## config.mk

```make
export PLATFORM = sky130hd
export DESIGN_NAME = sbus_frame_decoder_flat
export DESIGN_NICKNAME = d
export VERILOG_FILES = /design/src/sv/sfd_pkg.sv /design/src/sv/sfd_if.sv /design/src/sv/sfd_front.sv /design/src/sv/sfd_queue.sv /design/src/sv/sfd_back.sv /design/src/sv/sbus_frame_decoder.sv /design/src/flat_wrapper.sv
export VERILOG_INCLUDE_DIRS = /design/src /design/src/sv
export SDC_FILE = /design/constraint.sdc
export NUM_CORES = 1
export LEC_CHECK = 0
export ABC_CLOCK_PERIOD_IN_PS = 23900
export BUFFER_PORTS_ARGS = -buffer_cell sky130_fd_sc_hd__buf_2
export CORE_AREA = 2 2 366 332
export DETAILED_ROUTE_END_ITERATION = 12
export DIE_AREA = 0 0 368 334
export HOLD_SLACK_MARGIN = 0.06
export PLACE_DENSITY_LB_ADDON = 0.15
export SYNTH_ARGS = -nofsm -noshare
export SYNTH_HDL_FRONTEND = slang
export SYNTH_SLANG_ARGS = --single-unit
```

## constraint.sdc

```tcl
create_clock -name clock -period 23.9 [get_ports clock]
set_input_delay 2.39 -clock clock [delete_from_list [all_inputs] [get_ports clock]]
set_output_delay 2.39 -clock clock [all_outputs]
set_load 0.05 [all_outputs]
```

## src/sv/sbus_frame_decoder_macros.svh

```systemverilog
// assertion helpers, clock and reset of the including module are used
`ifndef SBUS_FRAME_DECODER_MACROS_SVH
`define SBUS_FRAME_DECODER_MACROS_SVH

// same-cycle implication
`define SFD_ASSERT_SAME(label, ante, cons, msg) \
   label: assert property (@(posedge clock) disable iff (reset) (ante) |-> (cons)) \
      else $error(msg);

// next-cycle implication
`define SFD_ASSERT_NEXT(label, ante, cons, msg) \
   label: assert property (@(posedge clock) disable iff (reset) (ante) |=> (cons)) \
      else $error(msg);

`endif

```

## src/sv/sfd_pkg.sv

```systemverilog
`timescale 1ns / 1ps

package sfd_pkg;

   localparam int FRAME_BYTES_DEF   = 24;
   localparam int CHANNEL_COUNT_DEF = 16;
   localparam int CHANNEL_BITS      = 11;
   localparam int STORE_BYTES       = 22;
   localparam int BYTE_W            = 8;
   localparam int FRAME_W           = STORE_BYTES * BYTE_W;
   localparam int INDEX_W           = 4;
   localparam int PULSE_W           = 13;
   localparam int BASE_W            = 12;
   localparam int GAIN_W            = 16;
   localparam int FRAC_W            = 16;
   localparam int PROD_W            = CHANNEL_BITS + GAIN_W;
   localparam int CSR_W             = 16;
   localparam int CSR_INDEX_W       = 2;
   localparam int QUEUE_DEPTH       = 2;

   localparam logic [BYTE_W-1:0]       SYNC_RST   = 8'h0F;
   localparam logic [CHANNEL_BITS-1:0] OFFSET_RST = 11'd352;
   localparam logic [BASE_W-1:0]       BASE_RST   = 12'd1000;
   localparam logic [GAIN_W-1:0]       GAIN_RST   = 16'd48761;

   typedef enum logic [CSR_INDEX_W-1:0] {
      CSR_SYNC_BYTE,
      CSR_SCALE_OFFSET,
      CSR_SCALE_BASE,
      CSR_SCALE_GAIN
   } csr_index_type;

   typedef struct packed {
      logic [BYTE_W-1:0]       sync_byte;
      logic [CHANNEL_BITS-1:0] scale_offset;
      logic [BASE_W-1:0]       scale_base;
      logic [GAIN_W-1:0]       scale_gain;
   } cfg_type;

   typedef struct packed {
      logic full;
      logic empty;
   } queue_stat_type;

   typedef logic [FRAME_W-1:0] frame_type;

endpackage

```

## src/sv/sfd_if.sv

```systemverilog
`timescale 1ns / 1ps

interface sfd_req_if;
   logic                        valid;
   logic                        ready;
   logic [sfd_pkg::BYTE_W-1:0]  rx_byte;

   modport source (output valid, output rx_byte, input ready);
   modport sink (input valid, input rx_byte, output ready);
endinterface

interface sfd_rsp_if;
   logic                              valid;
   logic                              ready;
   logic [sfd_pkg::INDEX_W-1:0]       channel_index;
   logic [sfd_pkg::CHANNEL_BITS-1:0]  raw_value;
   logic [sfd_pkg::PULSE_W-1:0]       pulse_us;
   logic                              last_channel;

   modport source (output valid, output channel_index, output raw_value,
                   output pulse_us, output last_channel, input ready);
   modport sink (input valid, input channel_index, input raw_value,
                 input pulse_us, input last_channel, output ready);
endinterface

```

## src/sv/sfd_front.sv

```systemverilog
`timescale 1ns / 1ps
`include "sbus_frame_decoder_macros.svh"

module sfd_front #(
   parameter int FRAME_BYTES = sfd_pkg::FRAME_BYTES_DEF
) (
   input  logic                       clock,
   input  logic                       reset,
   sfd_req_if.sink                    req,
   input  logic [sfd_pkg::BYTE_W-1:0] sync_byte,
   input  sfd_pkg::queue_stat_type    q_stat,
   output logic                       push,
   output sfd_pkg::frame_type         push_data
);

   localparam int CNT_W = $clog2(FRAME_BYTES + 1);
   localparam int IDX_W = $clog2(sfd_pkg::STORE_BYTES);

   logic                       in_frame_ff, in_frame_in;
   logic [CNT_W-1:0]           count_ff, count_in;
   logic [sfd_pkg::BYTE_W-1:0] store_ff [sfd_pkg::STORE_BYTES];
   logic                       accept;
   logic                       frame_end;
   logic                       store_we;
   logic [IDX_W-1:0]           store_idx;

   always_comb begin
      accept      = req.valid && req.ready;
      frame_end   = in_frame_ff && (count_ff == CNT_W'(FRAME_BYTES));
      in_frame_in = in_frame_ff;
      count_in    = count_ff;
      if (accept) begin
         if (!in_frame_ff) begin
            if (req.rx_byte == sync_byte) begin
               in_frame_in = 1'b1;
               count_in    = CNT_W'(1);
            end
         end else if (frame_end) begin
            in_frame_in = 1'b0;
            count_in    = CNT_W'(1);
         end else begin
            count_in = count_ff + CNT_W'(1);
         end
      end
   end

   assign req.ready = !(frame_end && q_stat.full);
   assign push      = accept && frame_end;
   assign store_we  = accept && in_frame_ff && (count_ff <= CNT_W'(sfd_pkg::STORE_BYTES));
   assign store_idx = IDX_W'(count_ff - CNT_W'(1));

   always_ff @(posedge clock) begin
      if (reset) begin
         in_frame_ff <= 1'b0;
         count_ff    <= CNT_W'(1);
      end else begin
         in_frame_ff <= in_frame_in;
         count_ff    <= count_in;
      end
   end

   always_ff @(posedge clock) begin
      if (store_we) begin
         store_ff[store_idx] <= req.rx_byte;
      end
   end

   // bytes laid out lsb first, channel bits follow in order
   always_comb begin
      for (int i = 0; i < sfd_pkg::STORE_BYTES; i++) begin
         push_data[i*sfd_pkg::BYTE_W +: sfd_pkg::BYTE_W] = store_ff[i];
      end
   end

   `SFD_ASSERT_SAME(a_count_range, in_frame_ff,
      (count_ff >= CNT_W'(1)) && (count_ff <= CNT_W'(FRAME_BYTES)), "byte count out of range")
   `SFD_ASSERT_SAME(a_push_room, push, !q_stat.full, "frame pushed into full queue")

endmodule

```

## src/sv/sfd_queue.sv

```systemverilog
`timescale 1ns / 1ps

module sfd_queue (
   input  logic                    clock,
   input  logic                    reset,
   input  logic                    push,
   input  sfd_pkg::frame_type      push_data,
   input  logic                    pop,
   output sfd_pkg::frame_type      pop_data,
   output sfd_pkg::queue_stat_type stat
);

   localparam int PTR_W = $clog2(sfd_pkg::QUEUE_DEPTH);
   localparam int CNT_W = $clog2(sfd_pkg::QUEUE_DEPTH + 1);

   sfd_pkg::frame_type mem_ff [sfd_pkg::QUEUE_DEPTH];
   logic [PTR_W-1:0]   wr_ptr_ff, wr_ptr_in;
   logic [PTR_W-1:0]   rd_ptr_ff, rd_ptr_in;
   logic [CNT_W-1:0]   fill_ff, fill_in;

   always_comb begin
      wr_ptr_in = wr_ptr_ff;
      rd_ptr_in = rd_ptr_ff;
      fill_in   = fill_ff;
      if (push) begin
         wr_ptr_in = (wr_ptr_ff == PTR_W'(sfd_pkg::QUEUE_DEPTH - 1)) ? '0
                                                                   : wr_ptr_ff + PTR_W'(1);
      end
      if (pop) begin
         rd_ptr_in = (rd_ptr_ff == PTR_W'(sfd_pkg::QUEUE_DEPTH - 1)) ? '0
                                                                   : rd_ptr_ff + PTR_W'(1);
      end
      if (push && !pop) begin
         fill_in = fill_ff + CNT_W'(1);
      end else if (pop && !push) begin
         fill_in = fill_ff - CNT_W'(1);
      end
   end

   always_ff @(posedge clock) begin
      if (reset) begin
         wr_ptr_ff <= '0;
         rd_ptr_ff <= '0;
         fill_ff   <= '0;
      end else begin
         wr_ptr_ff <= wr_ptr_in;
         rd_ptr_ff <= rd_ptr_in;
         fill_ff   <= fill_in;
      end
   end

   always_ff @(posedge clock) begin
      if (push) begin
         mem_ff[wr_ptr_ff] <= push_data;
      end
   end

   assign pop_data   = mem_ff[rd_ptr_ff];
   assign stat.full  = (fill_ff == CNT_W'(sfd_pkg::QUEUE_DEPTH));
   assign stat.empty = (fill_ff == '0);

endmodule

```

## src/sv/sfd_back.sv

```systemverilog
`timescale 1ns / 1ps
`include "sbus_frame_decoder_macros.svh"

module sfd_back #(
   parameter int CHANNEL_COUNT = sfd_pkg::CHANNEL_COUNT_DEF
) (
   input  logic                    clock,
   input  logic                    reset,
   input  sfd_pkg::cfg_type        cfg,
   input  sfd_pkg::queue_stat_type q_stat,
   output logic                    pop,
   input  sfd_pkg::frame_type      pop_data,
   sfd_rsp_if.source               rsp
);

   localparam int IW = sfd_pkg::INDEX_W;
   localparam int RW = sfd_pkg::CHANNEL_BITS;
   localparam int PW = sfd_pkg::PROD_W;
   localparam int OW = sfd_pkg::PULSE_W;

   logic               busy_ff, busy_in;
   logic [IW-1:0]      ch_ff, ch_in;
   sfd_pkg::frame_type data_ff, data_in;

   logic               s1_v_ff;
   logic [IW-1:0]      s1_idx_ff;
   logic [RW-1:0]      s1_raw_ff;
   logic               s1_last_ff;
   logic               s1_gt_ff;
   logic [PW-1:0]      s1_prod_ff;

   logic               out_v_ff;
   logic [IW-1:0]      out_idx_ff;
   logic [RW-1:0]      out_raw_ff;
   logic [OW-1:0]      out_pulse_ff, out_pulse_in;
   logic               out_last_ff;

   logic               adv;
   logic               issue;
   logic               ch_last;
   logic [RW-1:0]      raw_now;
   logic [RW-1:0]      diff_now;
   logic               gt_now;
   logic [PW-1:0]      prod_now;

   assign adv     = !out_v_ff || rsp.ready;
   assign issue   = busy_ff && adv;
   assign pop     = !busy_ff && !q_stat.empty;
   assign ch_last = (ch_ff == IW'(CHANNEL_COUNT - 1));
   assign raw_now  = data_ff[RW-1:0];
   assign gt_now   = raw_now > cfg.scale_offset;
   assign diff_now = raw_now - cfg.scale_offset;
   assign prod_now = PW'(diff_now) * PW'(cfg.scale_gain);

   always_comb begin
      busy_in = busy_ff;
      ch_in   = ch_ff;
      data_in = data_ff;
      if (pop) begin
         busy_in = 1'b1;
         ch_in   = '0;
         data_in = pop_data;
      end else if (issue) begin
         ch_in   = ch_ff + IW'(1);
         data_in = data_ff >> RW;
         if (ch_last) begin
            busy_in = 1'b0;
         end
      end
   end

   always_comb begin
      out_pulse_in = OW'(cfg.scale_base);
      if (s1_gt_ff) begin
         out_pulse_in = OW'(cfg.scale_base) + OW'(s1_prod_ff[PW-1:sfd_pkg::FRAC_W]);
      end
   end

   always_ff @(posedge clock) begin
      if (reset) begin
         busy_ff  <= 1'b0;
         ch_ff    <= '0;
         s1_v_ff  <= 1'b0;
         out_v_ff <= 1'b0;
      end else begin
         busy_ff <= busy_in;
         ch_ff   <= ch_in;
         if (adv) begin
            s1_v_ff  <= issue;
            out_v_ff <= s1_v_ff;
         end
      end
   end

   always_ff @(posedge clock) begin
      data_ff <= data_in;
      if (adv) begin
         s1_idx_ff    <= ch_ff;
         s1_raw_ff    <= raw_now;
         s1_last_ff   <= ch_last;
         s1_gt_ff     <= gt_now;
         s1_prod_ff   <= prod_now;
         out_idx_ff   <= s1_idx_ff;
         out_raw_ff   <= s1_raw_ff;
         out_pulse_ff <= out_pulse_in;
         out_last_ff  <= s1_last_ff;
      end
   end

   assign rsp.valid         = out_v_ff;
   assign rsp.channel_index = out_idx_ff;
   assign rsp.raw_value     = out_raw_ff;
   assign rsp.pulse_us      = out_pulse_ff;
   assign rsp.last_channel  = out_last_ff;

   `SFD_ASSERT_NEXT(a_last_frees, issue && ch_last, !busy_ff, "busy after last channel")
   `SFD_ASSERT_NEXT(a_stall_holds, s1_v_ff && !adv, s1_v_ff && $stable(s1_raw_ff),
      "stage one lost during stall")
   `SFD_ASSERT_SAME(a_last_tag, out_v_ff && out_last_ff,
      out_idx_ff == IW'(CHANNEL_COUNT - 1), "last flag on wrong channel")

endmodule

```

## src/sv/sbus_frame_decoder.sv

```systemverilog
// sbus frame decoder
// req_ch carries one received byte per transaction (valid/ready). while idle
// the block waits for a byte equal to sync_byte, then takes the next
// FRAME_BYTES body bytes and keeps the first 22. the sync value inside a
// frame is ordinary data; non-sync bytes while idle are dropped.
// after the last body byte the frame moves into a two-frame queue and the
// back end emits CHANNEL_COUNT transactions on rsp_ch, one per channel,
// channel 0 first, last_channel set on the final one.
// after the last body byte is taken, the frame goes through the queue, the
// back end's frame register, stage one and the output register; results then
// come one per cycle while rsp_ch.ready is high. req_ch takes one byte per
// cycle sustained; the back end loads a frame, then one channel per cycle.
// when rsp_ch stalls the back end holds; bytes keep flowing until the
// queue is full, and then req_ch.ready drops only on a frame's last byte.
// csr_we/csr_index/csr_wdata write sync_byte, scale_offset, scale_base,
// scale_gain; write only while no frame is in flight.
// synchronous reset clears the frame state and queue and loads the
// register defaults: 0x0f, 352, 1000, 48761.
`timescale 1ns / 1ps

module sbus_frame_decoder #(
   parameter int FRAME_BYTES   = sfd_pkg::FRAME_BYTES_DEF,
   parameter int CHANNEL_COUNT = sfd_pkg::CHANNEL_COUNT_DEF
) (
   input  logic                            clock,
   input  logic                            reset,
   sfd_req_if.sink                         req_ch,
   sfd_rsp_if.source                       rsp_ch,
   input  logic                            csr_we,
   input  logic [sfd_pkg::CSR_INDEX_W-1:0] csr_index,
   input  logic [sfd_pkg::CSR_W-1:0]       csr_wdata
);

   sfd_pkg::cfg_type        cfg_ff, cfg_in;
   sfd_pkg::queue_stat_type q_stat;
   sfd_pkg::frame_type      push_data;
   sfd_pkg::frame_type      pop_data;
   logic                    push;
   logic                    pop;

   always_comb begin
      cfg_in = cfg_ff;
      if (csr_we) begin
         unique case (sfd_pkg::csr_index_type'(csr_index))
            sfd_pkg::CSR_SYNC_BYTE:    cfg_in.sync_byte    = csr_wdata[sfd_pkg::BYTE_W-1:0];
            sfd_pkg::CSR_SCALE_OFFSET: cfg_in.scale_offset =
               csr_wdata[sfd_pkg::CHANNEL_BITS-1:0];
            sfd_pkg::CSR_SCALE_BASE:   cfg_in.scale_base   = csr_wdata[sfd_pkg::BASE_W-1:0];
            sfd_pkg::CSR_SCALE_GAIN:   cfg_in.scale_gain   = csr_wdata[sfd_pkg::GAIN_W-1:0];
            default:                   cfg_in = cfg_ff;
         endcase
      end
   end

   always_ff @(posedge clock) begin
      if (reset) begin
         cfg_ff.sync_byte    <= sfd_pkg::SYNC_RST;
         cfg_ff.scale_offset <= sfd_pkg::OFFSET_RST;
         cfg_ff.scale_base   <= sfd_pkg::BASE_RST;
         cfg_ff.scale_gain   <= sfd_pkg::GAIN_RST;
      end else begin
         cfg_ff <= cfg_in;
      end
   end

   sfd_front #(
      .FRAME_BYTES (FRAME_BYTES)
   ) u_front (
      .clock     (clock),
      .reset     (reset),
      .req       (req_ch),
      .sync_byte (cfg_ff.sync_byte),
      .q_stat    (q_stat),
      .push      (push),
      .push_data (push_data)
   );

   sfd_queue u_queue (
      .clock     (clock),
      .reset     (reset),
      .push      (push),
      .push_data (push_data),
      .pop       (pop),
      .pop_data  (pop_data),
      .stat      (q_stat)
   );

   sfd_back #(
      .CHANNEL_COUNT (CHANNEL_COUNT)
   ) u_back (
      .clock    (clock),
      .reset    (reset),
      .cfg      (cfg_ff),
      .q_stat   (q_stat),
      .pop      (pop),
      .pop_data (pop_data),
      .rsp      (rsp_ch)
   );

endmodule

```

## src/flat_wrapper.sv

```systemverilog
// flat-port wrapper written by rule: the top's interface ports become plain ports
module sbus_frame_decoder_flat 
#(
   parameter int FRAME_BYTES   = sfd_pkg::FRAME_BYTES_DEF,
   parameter int CHANNEL_COUNT = sfd_pkg::CHANNEL_COUNT_DEF
)
  (clock, reset, csr_we, csr_index, csr_wdata, req_ch_valid, req_ch_rx_byte, req_ch_ready, rsp_ch_valid, rsp_ch_channel_index, rsp_ch_raw_value, rsp_ch_pulse_us, rsp_ch_last_channel, rsp_ch_ready);
  sfd_req_if req_ch_i ();
  sfd_rsp_if rsp_ch_i ();
  input  logic clock;
  input  logic reset;
  input  logic csr_we;
  input  logic [sfd_pkg::CSR_INDEX_W-1:0] csr_index;
  input  logic [sfd_pkg::CSR_W-1:0] csr_wdata;
  input wire logic [$bits(req_ch_i.valid)-1:0] req_ch_valid;
  input wire logic [$bits(req_ch_i.rx_byte)-1:0] req_ch_rx_byte;
  output wire logic [$bits(req_ch_i.ready)-1:0] req_ch_ready;
  output wire logic [$bits(rsp_ch_i.valid)-1:0] rsp_ch_valid;
  output wire logic [$bits(rsp_ch_i.channel_index)-1:0] rsp_ch_channel_index;
  output wire logic [$bits(rsp_ch_i.raw_value)-1:0] rsp_ch_raw_value;
  output wire logic [$bits(rsp_ch_i.pulse_us)-1:0] rsp_ch_pulse_us;
  output wire logic [$bits(rsp_ch_i.last_channel)-1:0] rsp_ch_last_channel;
  input wire logic [$bits(rsp_ch_i.ready)-1:0] rsp_ch_ready;
  assign req_ch_i.valid = req_ch_valid;
  assign req_ch_i.rx_byte = req_ch_rx_byte;
  assign req_ch_ready = req_ch_i.ready;
  assign rsp_ch_valid = rsp_ch_i.valid;
  assign rsp_ch_channel_index = rsp_ch_i.channel_index;
  assign rsp_ch_raw_value = rsp_ch_i.raw_value;
  assign rsp_ch_pulse_us = rsp_ch_i.pulse_us;
  assign rsp_ch_last_channel = rsp_ch_i.last_channel;
  assign rsp_ch_i.ready = rsp_ch_ready;
  sbus_frame_decoder #(.FRAME_BYTES(FRAME_BYTES), .CHANNEL_COUNT(CHANNEL_COUNT)) u_core (.clock(clock), .reset(reset), .req_ch(req_ch_i), .rsp_ch(rsp_ch_i), .csr_we(csr_we), .csr_index(csr_index), .csr_wdata(csr_wdata));
endmodule
```

======== Yosys cells after proc, flatten, opt, wreduce, memory -nomap -nowiden ========
Memory sizes are Yosys's and may differ from the RTL's. A register that Yosys moved wholly into a read port is not among the register bits.
Index checks and enable logic that the tools add are counted.
cells by class
  $add $sub $neg .......................... 9
  multiply operators ...................... 1
  divide/modulo/power cells ............... 0
  $lt $le $gt $ge ......................... 2
  equality and inequality tests ........... 7
  shift-type cells ........................ 0
  mux-type cells .......................... 22
  bitwise logic cells ..................... 0
  reduce and logical (&&, ||, !) cells .... 30
operator list
  cell                                                                number
  176-bit two-way mux                                                 2
  11-bit by 16-bit multiplier with 27-bit output                      1
  5-bit two-way mux                                                   3
  1-bit two-way mux                                                   14
  12-bit by 11-bit adder with 13-bit output                           1
  12-bit two-way mux                                                  1
  2-bit AND reduction                                                 6
  11-bit greater-than comparator                                      1
  11-bit subtractor                                                   1
  1-bit logical AND                                                   10
  8-bit == test                                                       1
  2-bit nonzero test                                                  4
  2-bit == test, second input constant                                3
  1-bit logical NOT                                                   6
  5-bit by 1-bit adder with 5-bit output, second input constant       1
  5-bit == test, second input constant                                1
  5-bit <= comparator, second input constant                          1
  5-bit by 1-bit subtractor with 5-bit output, second input constant  1
  4-bit by 1-bit adder with 4-bit output, second input constant       1
  4-bit == test, second input constant                                1
  2-bit logical NOT                                                   2
  2-bit two-way mux                                                   2
  1-bit adder, second input constant                                  2
  2-bit by 1-bit adder with 2-bit output, second input constant       1
  4 further kinds                                                     4
word-level totals
  register bits ........................... 313
  bits in latches ......................... 0
  memory bits (writable) .................. 528
  ROM bits ................................ 0
  input port bits ......................... 31
  output and inout bits ................... 31
  word-level logic and storage cells ...... 97
  memories ................................ 2
memory list
  name                     depth  width  rd ports  clocked after memory_dff  write ports  line             RTL
  u_core.u_queue.mem_ff    2      176    1         1                         1            sfd_queue.sv:16  sfd_pkg::frame_type mem_ff [sfd_pkg::QUEUE_DEPTH];
  u_core.u_front.store_ff  22     8      22        0                         1            sfd_front.sv:21  logic [sfd_pkg::BYTE_W-1:0] store_ff [sfd_pkg::STORE_BYTES];

======== Depth between registers and ports, before layout ========
Gate-level depths: netlist (run 1).
  depth after elaboration ................. 10
  mapped depth ............................ 31
  depth with buffers taken out ............ 30

======== Hierarchy ========
Synthesis (run 1) repeated with hierarchy kept, for this count alone.
second synthesis, totals
  cell total of the unflattened synthesis .. 2326
  area total of the unflattened synthesis .. 37428.4 um^2
modules (own cells, without submodules)
  module              times used  cells each  area each (um^2)  seq. area each (um^2)
  sfd_back            1           1274        15960.3           7136.8
  sfd_queue           1           570         13489.2           10670.2
  sfd_front           1           293         6077.1            5405.2
  sbus_frame_decoder  1           189         1901.8            940.9

======== Worst setup path before layout (run 1) ========
Ideal clock, no wire load.
  kind .................................... in2reg
  start ................................... input port req_ch_valid
  end ..................................... memory u_core.u_queue.mem_ff[0][0] (netlist bit), enable pin
  library setup time ...................... 0.736 ns
  arrival ................................. 10.582 ns
  data required time ...................... 23.164 ns
  slack ................................... 12.583 ns
  stages on the path ...................... 3
  buffers on the path ..................... 0
  cell sequence ........................... and2_1 > nor2b_1 > nor2b_1
on the way
  longest elaborated chain between the ends .. 4
ends and longest elaborated chain
  element                                  line                      RTL
  from (decl)                              flat_wrapper.sv:15        input wire logic [$bits(req_ch_i.valid)-1:0] req_ch_valid;
  1-bit logical AND                        sfd_front.sv:28           accept = req.valid && req.ready;
  1-bit logical AND                        sfd_front.sv:48           assign push = accept && frame_end;
  named net u_core.push                    sbus_frame_decoder.sv:38  logic push;
  1-bit two-way mux                        sfd_queue.sv:53           if (push) begin
  1-bit two-way mux (not written as such)  sfd_queue.sv:54           mem_ff[wr_ptr_ff] <= push_data;
  to (decl)                                sfd_queue.sv:16
The timed path passes the listed nets, and every way through them passes these cells.

======== Final worst setup path (run 1) ========
  start ................................... register u_core.u_back.data_ff[0]
  end ..................................... register u_core.u_back.s1_prod_ff[26], data pin
on the way
  longest elaborated chain between the ends .. 2
ends and longest elaborated chain
  element                                         line             RTL
  from (decl)                                     sfd_back.sv:23   sfd_pkg::frame_type data_ff, data_in;
  from (signal assigned)                          sfd_back.sv:96   data_ff <= data_in;
  11-bit subtractor                               sfd_back.sv:52   assign diff_now = raw_now - cfg.scale_offset;
  11-bit by 16-bit multiplier with 27-bit output  sfd_back.sv:53   assign prod_now = PW'(diff_now) * PW'(cfg.scale_gain);
  named net u_core.u_back.prod_now[26]            sfd_back.sv:44   logic [PW-1:0] prod_now;
  to (signal assigned)                            sfd_back.sv:102  s1_prod_ff <= prod_now;
  to (decl)                                       sfd_back.sv:30   logic [PW-1:0] s1_prod_ff;
The timed path passes the listed nets, and every way through them passes these cells.
A chain may end at the register's enable or synchronous reset.

==> summary.txt, run 1 <==
type of the tightest min-delay check - reg2reg
Async S/R FF share, synth - 0%
min-delay src - u_core.u_back.s1_raw_ff[10]
post-synthesis simple-gate area fraction - 7.76%
Synth Instances - 2,448
Slowest-stage cell, CP - xor2_1
Worst slew margin - 13.1%
GR Overflow Total - 0
CP arrival - 8.21 ns
CTS Hold Bufs - 0
Mapped Area - 0.0356 mm2
cts bufs inserted - 90
sequential share of the synthesized area - 67.9%
WS Path Type - reg2reg
initial core utilization - 29.7%
core area - 0.120 mm2
worst endpoint required time - 24.32 ns
Synth area leaders - edfxtp_1 64%, fa_1 7.1%, mux2i_1 5.1%, nand2_1 3.8%, dfxtp_1 3.7%
design area - 0.0406 mm2
DP Area - 0.0377 mm2
clock sinks - 826
Final Hold Fails - 0
area leader, netlist - edfxtp_1
nets - 2,772
ANT nets after route - 0
IO Count - 62
RSZ-0062 raised after global routing - no
post-synthesis compound-gate area fraction - 4.83%
post-DR wirelength/cell - 19.8 um
hpwl dp - 48,800 um
GRT Overall Usage - 13.6%
drt pass-1 iters - 5
startpoint class of the critical path - flip-flop
max-cap violation count - 0
status - complete, no violations
Fmax - 0.128 GHz
total setup buffers inserted after CTS - 0
Critical path origin - u_core.u_back.data_ff[0]
Worst Setup End Kind - flip-flop
CP Buf/Inv Count - 6
layout cells sized above 1 - 9.56%
max-slew violation count - 0
TritonCTS clock tree - done
most numerous cell in the Yosys netlist - edfxtp_1
root buf cell - clkbuf_16
Skew-Pair Late Insertion Delay - 0.69 ns
Final Cycle Share - 32.6%
Initial DRC Count - 1,145
Die W - 368 um
Avg Cell Area, Syn - 14.5 um2
Distinct cells, synth - 62
PortBufs - 61
Core Util, Final - 33.9%
CP max stage delay - 0.88 ns
area delta synth->final - 14.1%
RR Startpoint - u_core.u_back.data_ff[0]
Die H - 334 um
Crit Path Max Fanout - 16
# rows - 121
hold_ws - 0.416 ns
Top delay family on crit path - adder cells
Post-synth top cells - 761 x edfxtp_1, 361 x nand2_1, 182 x mux2i_1
Slew @ Worst Pin - 1.30 ns
largest family of logic cells by synthesized area - adder cells
first-pass GRT wire length - 126,000 um
DRC - 0
largest net degree at the start of global routing - 178
Final min period - 7.79 ns
Synth top area share - 64.2%
synthesized net count - 2,697
via count - 19,100
Final TNS setup - 0 ns
endpoints failing setup - 0
Longest Clk Path Bufs - 3
GPL Wtd Cong - 0.831
XOR/XNOR share of the synthesized area - 1.01%
CTS clk-pin slew, worst paths - 0.06 ns
H-Tree Depth - 3
Total Wirelength - 83,100 um
flops & latches, synth - 826
Post-Synth Adder-Cell Area - 10.3%
clk_skew - 0.0551 ns
vias in the first global route - 20,500
Post-synth EDFFs - 761
CTS resizes - 0
dominant synthesized flop cell - edfxtp_1
Synth warnings - 0
post-synthesis mux area share - 5.28%
die area - 0.123 mm2
vias per cell - 4.55
initial antenna violation count - 7
-- logic make-up (layout without fill, tap and decap cells) --
kind of cell	count (synthesis)	after routing
AO/OA/AOI/OAI	294	294
XOR/XNOR	41	41
adder cells (fa/ha/maj)	218	218
buffers and inverters	271	418
flip-flops	826	826
multiplexers	187	187
other	0	4
AND/OR/NAND/NOR	611	611
-- worst reg2reg max path: cells and delay by family, from the launching register on --
| kind | cells | cell delay [ns] |
|---|---|---|
| xor+xnor | 2 | 1.01 |
| buf+inv | 6 | 0.39 |
| compound gates | 11 | 2.09 |
| fa+ha+maj | 8 | 3.13 |
| flops | 1 | 0.39 |
| simple gates | 2 | 0.50 |
-- metrics by stage --
step           instances  worst slack [ns]
6_report            4198             16.11
5_1_grt             4194             15.54
4_1_cts             4194             16.09
3_5_place_dp        4030             16.09
3_3_place_gp        4030             16.25
2_1_floorplan       2448             12.58
-- routing by layer --
layer  GRT usage (%)  routed length (um)
met5               0                   0
met4            4.25                2120
met3            2.41                3520
met2            22.3               39400
met1            18.2               38100
-- layout make-up --
class,instances,area (um2)
multi-input cells,1351,10400
clock buffers,113,2420
fillers,11600,79000
diodes,4,10.0
well taps,1599,2000
clock inverters,51,402
inverters,166,631
repair buffers,88,533
flip-flops and latches,826,24200
-- flip-flops by register name, summed over array words and instances (netlist names), 11 cells and up, named ones only --
signal / flops
u_core.u_back.rsp.raw_value: 11
u_core.cfg_ff: 47
u_core.u_back.s1_raw_ff: 11
u_core.u_back.rsp.pulse_us: 13
u_core.u_back.s1_prod_ff: 11
u_core.u_back.data_ff: 176
u_core.u_front.store_ff: 176
u_core.u_queue.mem_ff: 352
-- worst paths after layout --
check,endpoint,slack [ns],cells past startpoint
worst max-delay path,u_core.u_back.s1_prod_ff[26],16.11,29
worst min-delay path,u_core.u_back.rsp.raw_value[10],0.42,0
worst max register to register,u_core.u_back.s1_prod_ff[26],16.11,29
worst min register to register,u_core.u_back.rsp.raw_value[10],0.42,0
-- layout by cell type, fill, tap and decap left out, drive strengths merged, types with 3 or more instances in the layout --
master	count
nand4	7
a21oi	45
inv	168
fa	126
xor2	16
and2	70
diode	4
a21boi	4
clkinv	46
ha	92
clkbuf	113
o21ai	184
and3	4
a211o	10
mux2	5
o211ai	4
nand2	361
mux2i	182
nor3b	3
a21o	15
nor2b	18
nor2	74
nand3b	22
a221oi	3
o21bai	5
buf	88
xnor2	25
nand3	12
o21a	5
nor3	13
a31oi	6
edfxtp	761
nand2b	13
or2	3
o2111ai	3
dfxtp	65
or3	3
Power of run 1 is left out: the tool's default activity adds up to more than one toggle a clock period on the data nets, which glitch-free logic cannot reach.
==> inputs of run 2 (changes only) <==
--- a/config.mk
+++ b/config.mk
@@ -6,11 +6,12 @@
 export SDC_FILE = /design/constraint.sdc
 export NUM_CORES = 1
 export LEC_CHECK = 0
-export ABC_CLOCK_PERIOD_IN_PS = 23900
+export ABC_AREA = 1
+export ABC_CLOCK_PERIOD_IN_PS = 7600
 export BUFFER_PORTS_ARGS = -buffer_cell sky130_fd_sc_hd__buf_2
-export CORE_AREA = 2 2 366 332
+export CORE_AREA = 2 2 372 338
 export DETAILED_ROUTE_END_ITERATION = 12
-export DIE_AREA = 0 0 368 334
+export DIE_AREA = 0 0 374 340
 export HOLD_SLACK_MARGIN = 0.06
 export PLACE_DENSITY_LB_ADDON = 0.15
 export SYNTH_ARGS = -nofsm -noshare
==> constraint.sdc (replaced) <==
create_clock -name clock -period 7.6 [get_ports clock]
set_input_delay 0.76 -clock clock [delete_from_list [all_inputs] [get_ports clock]]
set_output_delay 0.76 -clock clock [all_outputs]
set_load 0.05 [all_outputs]
==> summary.txt, run 2 <==
largest net degree at the start of global routing - 198
drt pass-1 iters - 5
DRC - 0
Fmax - 0.151 GHz
die area - 0.127 mm2
R2R cell count - 28
Core Util, Final - 33.8%
Crit Path Max Fanout - 11
most numerous cell in the Yosys netlist - edfxtp_1
dominant synthesized flop cell - edfxtp_1
vias in the first global route - 21,200
Post-Synth Adder-Cell Area - 9.99%
Biggest register - u_core.u_queue.mem_ff
CTS Hold Bufs - 0
hold_ws - 0.417 ns
layout cells sized above 1 - 8.59%
hold path cells - 0
core area - 0.124 mm2
min-delay src - u_core.u_back.s1_raw_ff[10]
startpoint class of the critical path - flip-flop
CTS resizes - 0
area leader, netlist - edfxtp_1
Skew-Pair Late Insertion Delay - 0.67 ns
Final min period - 6.62 ns
clk_skew - 0.0432 ns
GR Overflow Total - 0
endpoints failing setup - 0
Synth warnings - 0
reg-to-reg slack, setup - 0.98 ns
area delta synth->final - 13.6%
TritonCTS clock tree - done
GPL Wtd Cong - 0.871
Final Hold Fails - 0
RSZ-0062 raised after global routing - no
# rows - 123
post-DR wirelength/cell - 18.7 um
Finished Layout Cells - 4,829
XOR/XNOR share of the synthesized area - 0.643%
sequential share of the synthesized area - 65.7%
Post-synth top cells - 761 x edfxtp_1, 607 x nand2_1, 438 x inv_1
Initial DRC Count - 1,269
Slew @ Worst Pin - 1.13 ns
Synth top area share - 62.2%
Critical path origin - u_core.u_back.data_ff[0]
root buf cell - clkbuf_16
CP arrival - 7.02 ns
post-synthesis simple-gate area fraction - 10.3%
worst endpoint required time - 7.99 ns
# placed instances - 4,663
Die W - 374 um
IO Count - 62
Worst Hold Path EP - u_core.u_back.rsp.raw_value[10]
Synth Instances - 3,054
RR Startpoint - u_core.u_back.data_ff[0]
most frequent cells in the layout - 761 x edfxtp_1, 606 x nand2_1, 437 x inv_1
flops & latches, synth - 826
Longest Clk Path Bufs - 3
H-Tree Depth - 3
Async S/R FF share, synth - 0%
hpwl dp - 56,000 um
clock sinks - 826
Worst slew margin - 24.1%
post-synthesis mux area share - 0.337%
Mapped Area - 0.0368 mm2
first-pass GRT wire length - 136,000 um
capturing point of the worst reg2reg path - u_core.u_back.s1_prod_ff[21]
Regs by FF count - u_core.u_queue.mem_ff x352, u_core.u_back.data_ff x176, u_core.u_front.store_ff x176
initial core utilization - 29.7%
GRT Overall Usage - 14.2%
WS Path Type - reg2reg
Final TNS setup - 0 ns
Worst Setup End Kind - flip-flop
status - complete, no violations
post-synthesis compound-gate area fraction - 7.20%
synthesized net count - 3,303
Avg Cell Area, Syn - 12.0 um2
CP max stage delay - 0.63 ns
Total Wirelength - 90,200 um
Crit path top cell by count - fa_1
fill count - 12,300
cts bufs inserted - 91
Distinct cells, synth - 52
initial antenna violation count - 3
Slowest-stage cell, CP - nor4_1
max FFs per register - 352
Post-synth EDFFs - 761
max-cap violation count - 0
vias per cell - 4.41
total setup buffers inserted after CTS - 0
CTS clk-pin slew, worst paths - 0.06 ns
most common cell after layout, fill and taps aside - edfxtp_1
nets - 3,380
max-slew violation count - 0
via count - 21,300
Synth area leaders - edfxtp_1 62%, fa_1 6.9%, nand2_1 6.2%, o21ai_0 5.2%, inv_1 4.5%
Final Cycle Share - 87.2%
ANT nets after route - 0
Die H - 340 um
type of the tightest min-delay check - reg2reg
largest family of logic cells by synthesized area - simple AND/OR/NAND/NOR gates
PortBufs - 61
run 2: routing by layer:
| layer | track usage, % | share of wire, % | vias up |
|---|---|---|---|
| met3 | 2.84 | 4.8 | 122 |
| met2 | 22.8 | 46 | 382 |
| met4 | 4.07 | 2.4 | 0 |
| li1 | - | - | 10400 |
| met5 | 0 | 0 | - |
| met1 | 19.6 | 47 | 10400 |
run 2: cells by family (layout without fill, tap and decap cells):
kind of cell / Yosys count / in the layout
simple gates: 916 / 916
flops: 826 / 826
buf+inv: 551 / 700
compound gates: 508 / 508
fa+ha+maj: 218 / 218
xor+xnor: 24 / 24
mux: 11 / 11
other cells: 0 / 1
run 2: worst max-delay path by stage:
| stage | end | slack (ns) | cells past startpoint |
|---|---|---|---|
| after floorplan | u_core.u_queue.mem_ff[0][0] | -1.67 | 7 |
| after global placement | u_core.u_back.s1_prod_ff[21] | 1.05 | 26 |
| after detailed placement | u_core.u_back.s1_prod_ff[21] | 1.05 | 28 |
| after CTS | u_core.u_back.s1_prod_ff[21] | 1.01 | 28 |
| after global routing | u_core.u_back.s1_prod_ff[21] | 0.58 | 23 |
| final | u_core.u_back.s1_prod_ff[21] | 0.98 | 28 |
run 2: layout make-up:
type                            instances  area [um2]  area share (%)
Antenna cell                            1        2.50         0.00599
Clock buffer                          123        2440            5.84
Clock inverter                         42         367           0.878
Inverter                              445        1680            4.02
Multi-Input combinational cell       1677       10500            25.1
Sequential cell                       826       24200            57.9
Tap cell                             1625        2030            4.87
Timing Repair Buffer                   90         586            1.40
run 2: stage by stage:
stage,setup WS (ns),instance area [um2]
after floorplan,-1.67,36800
after global routing,0.577,41700
after CTS,1.01,41700
after detailed placement,1.05,38900
final,0.976,41700
after global placement,1.05,38900
run 2: critical path: cells and delay by family, from the launching register on:
kind / cells / cell delay [ns]
AND/OR/NAND/NOR: 14 / 2.11
adder cells (fa/ha/maj): 8 / 3.40
AO/OA/AOI/OAI: 1 / 0.08
buffers and inverters: 5 / 0.35
flip-flops: 1 / 0.39
Power of run 2 is left out for the same reason.
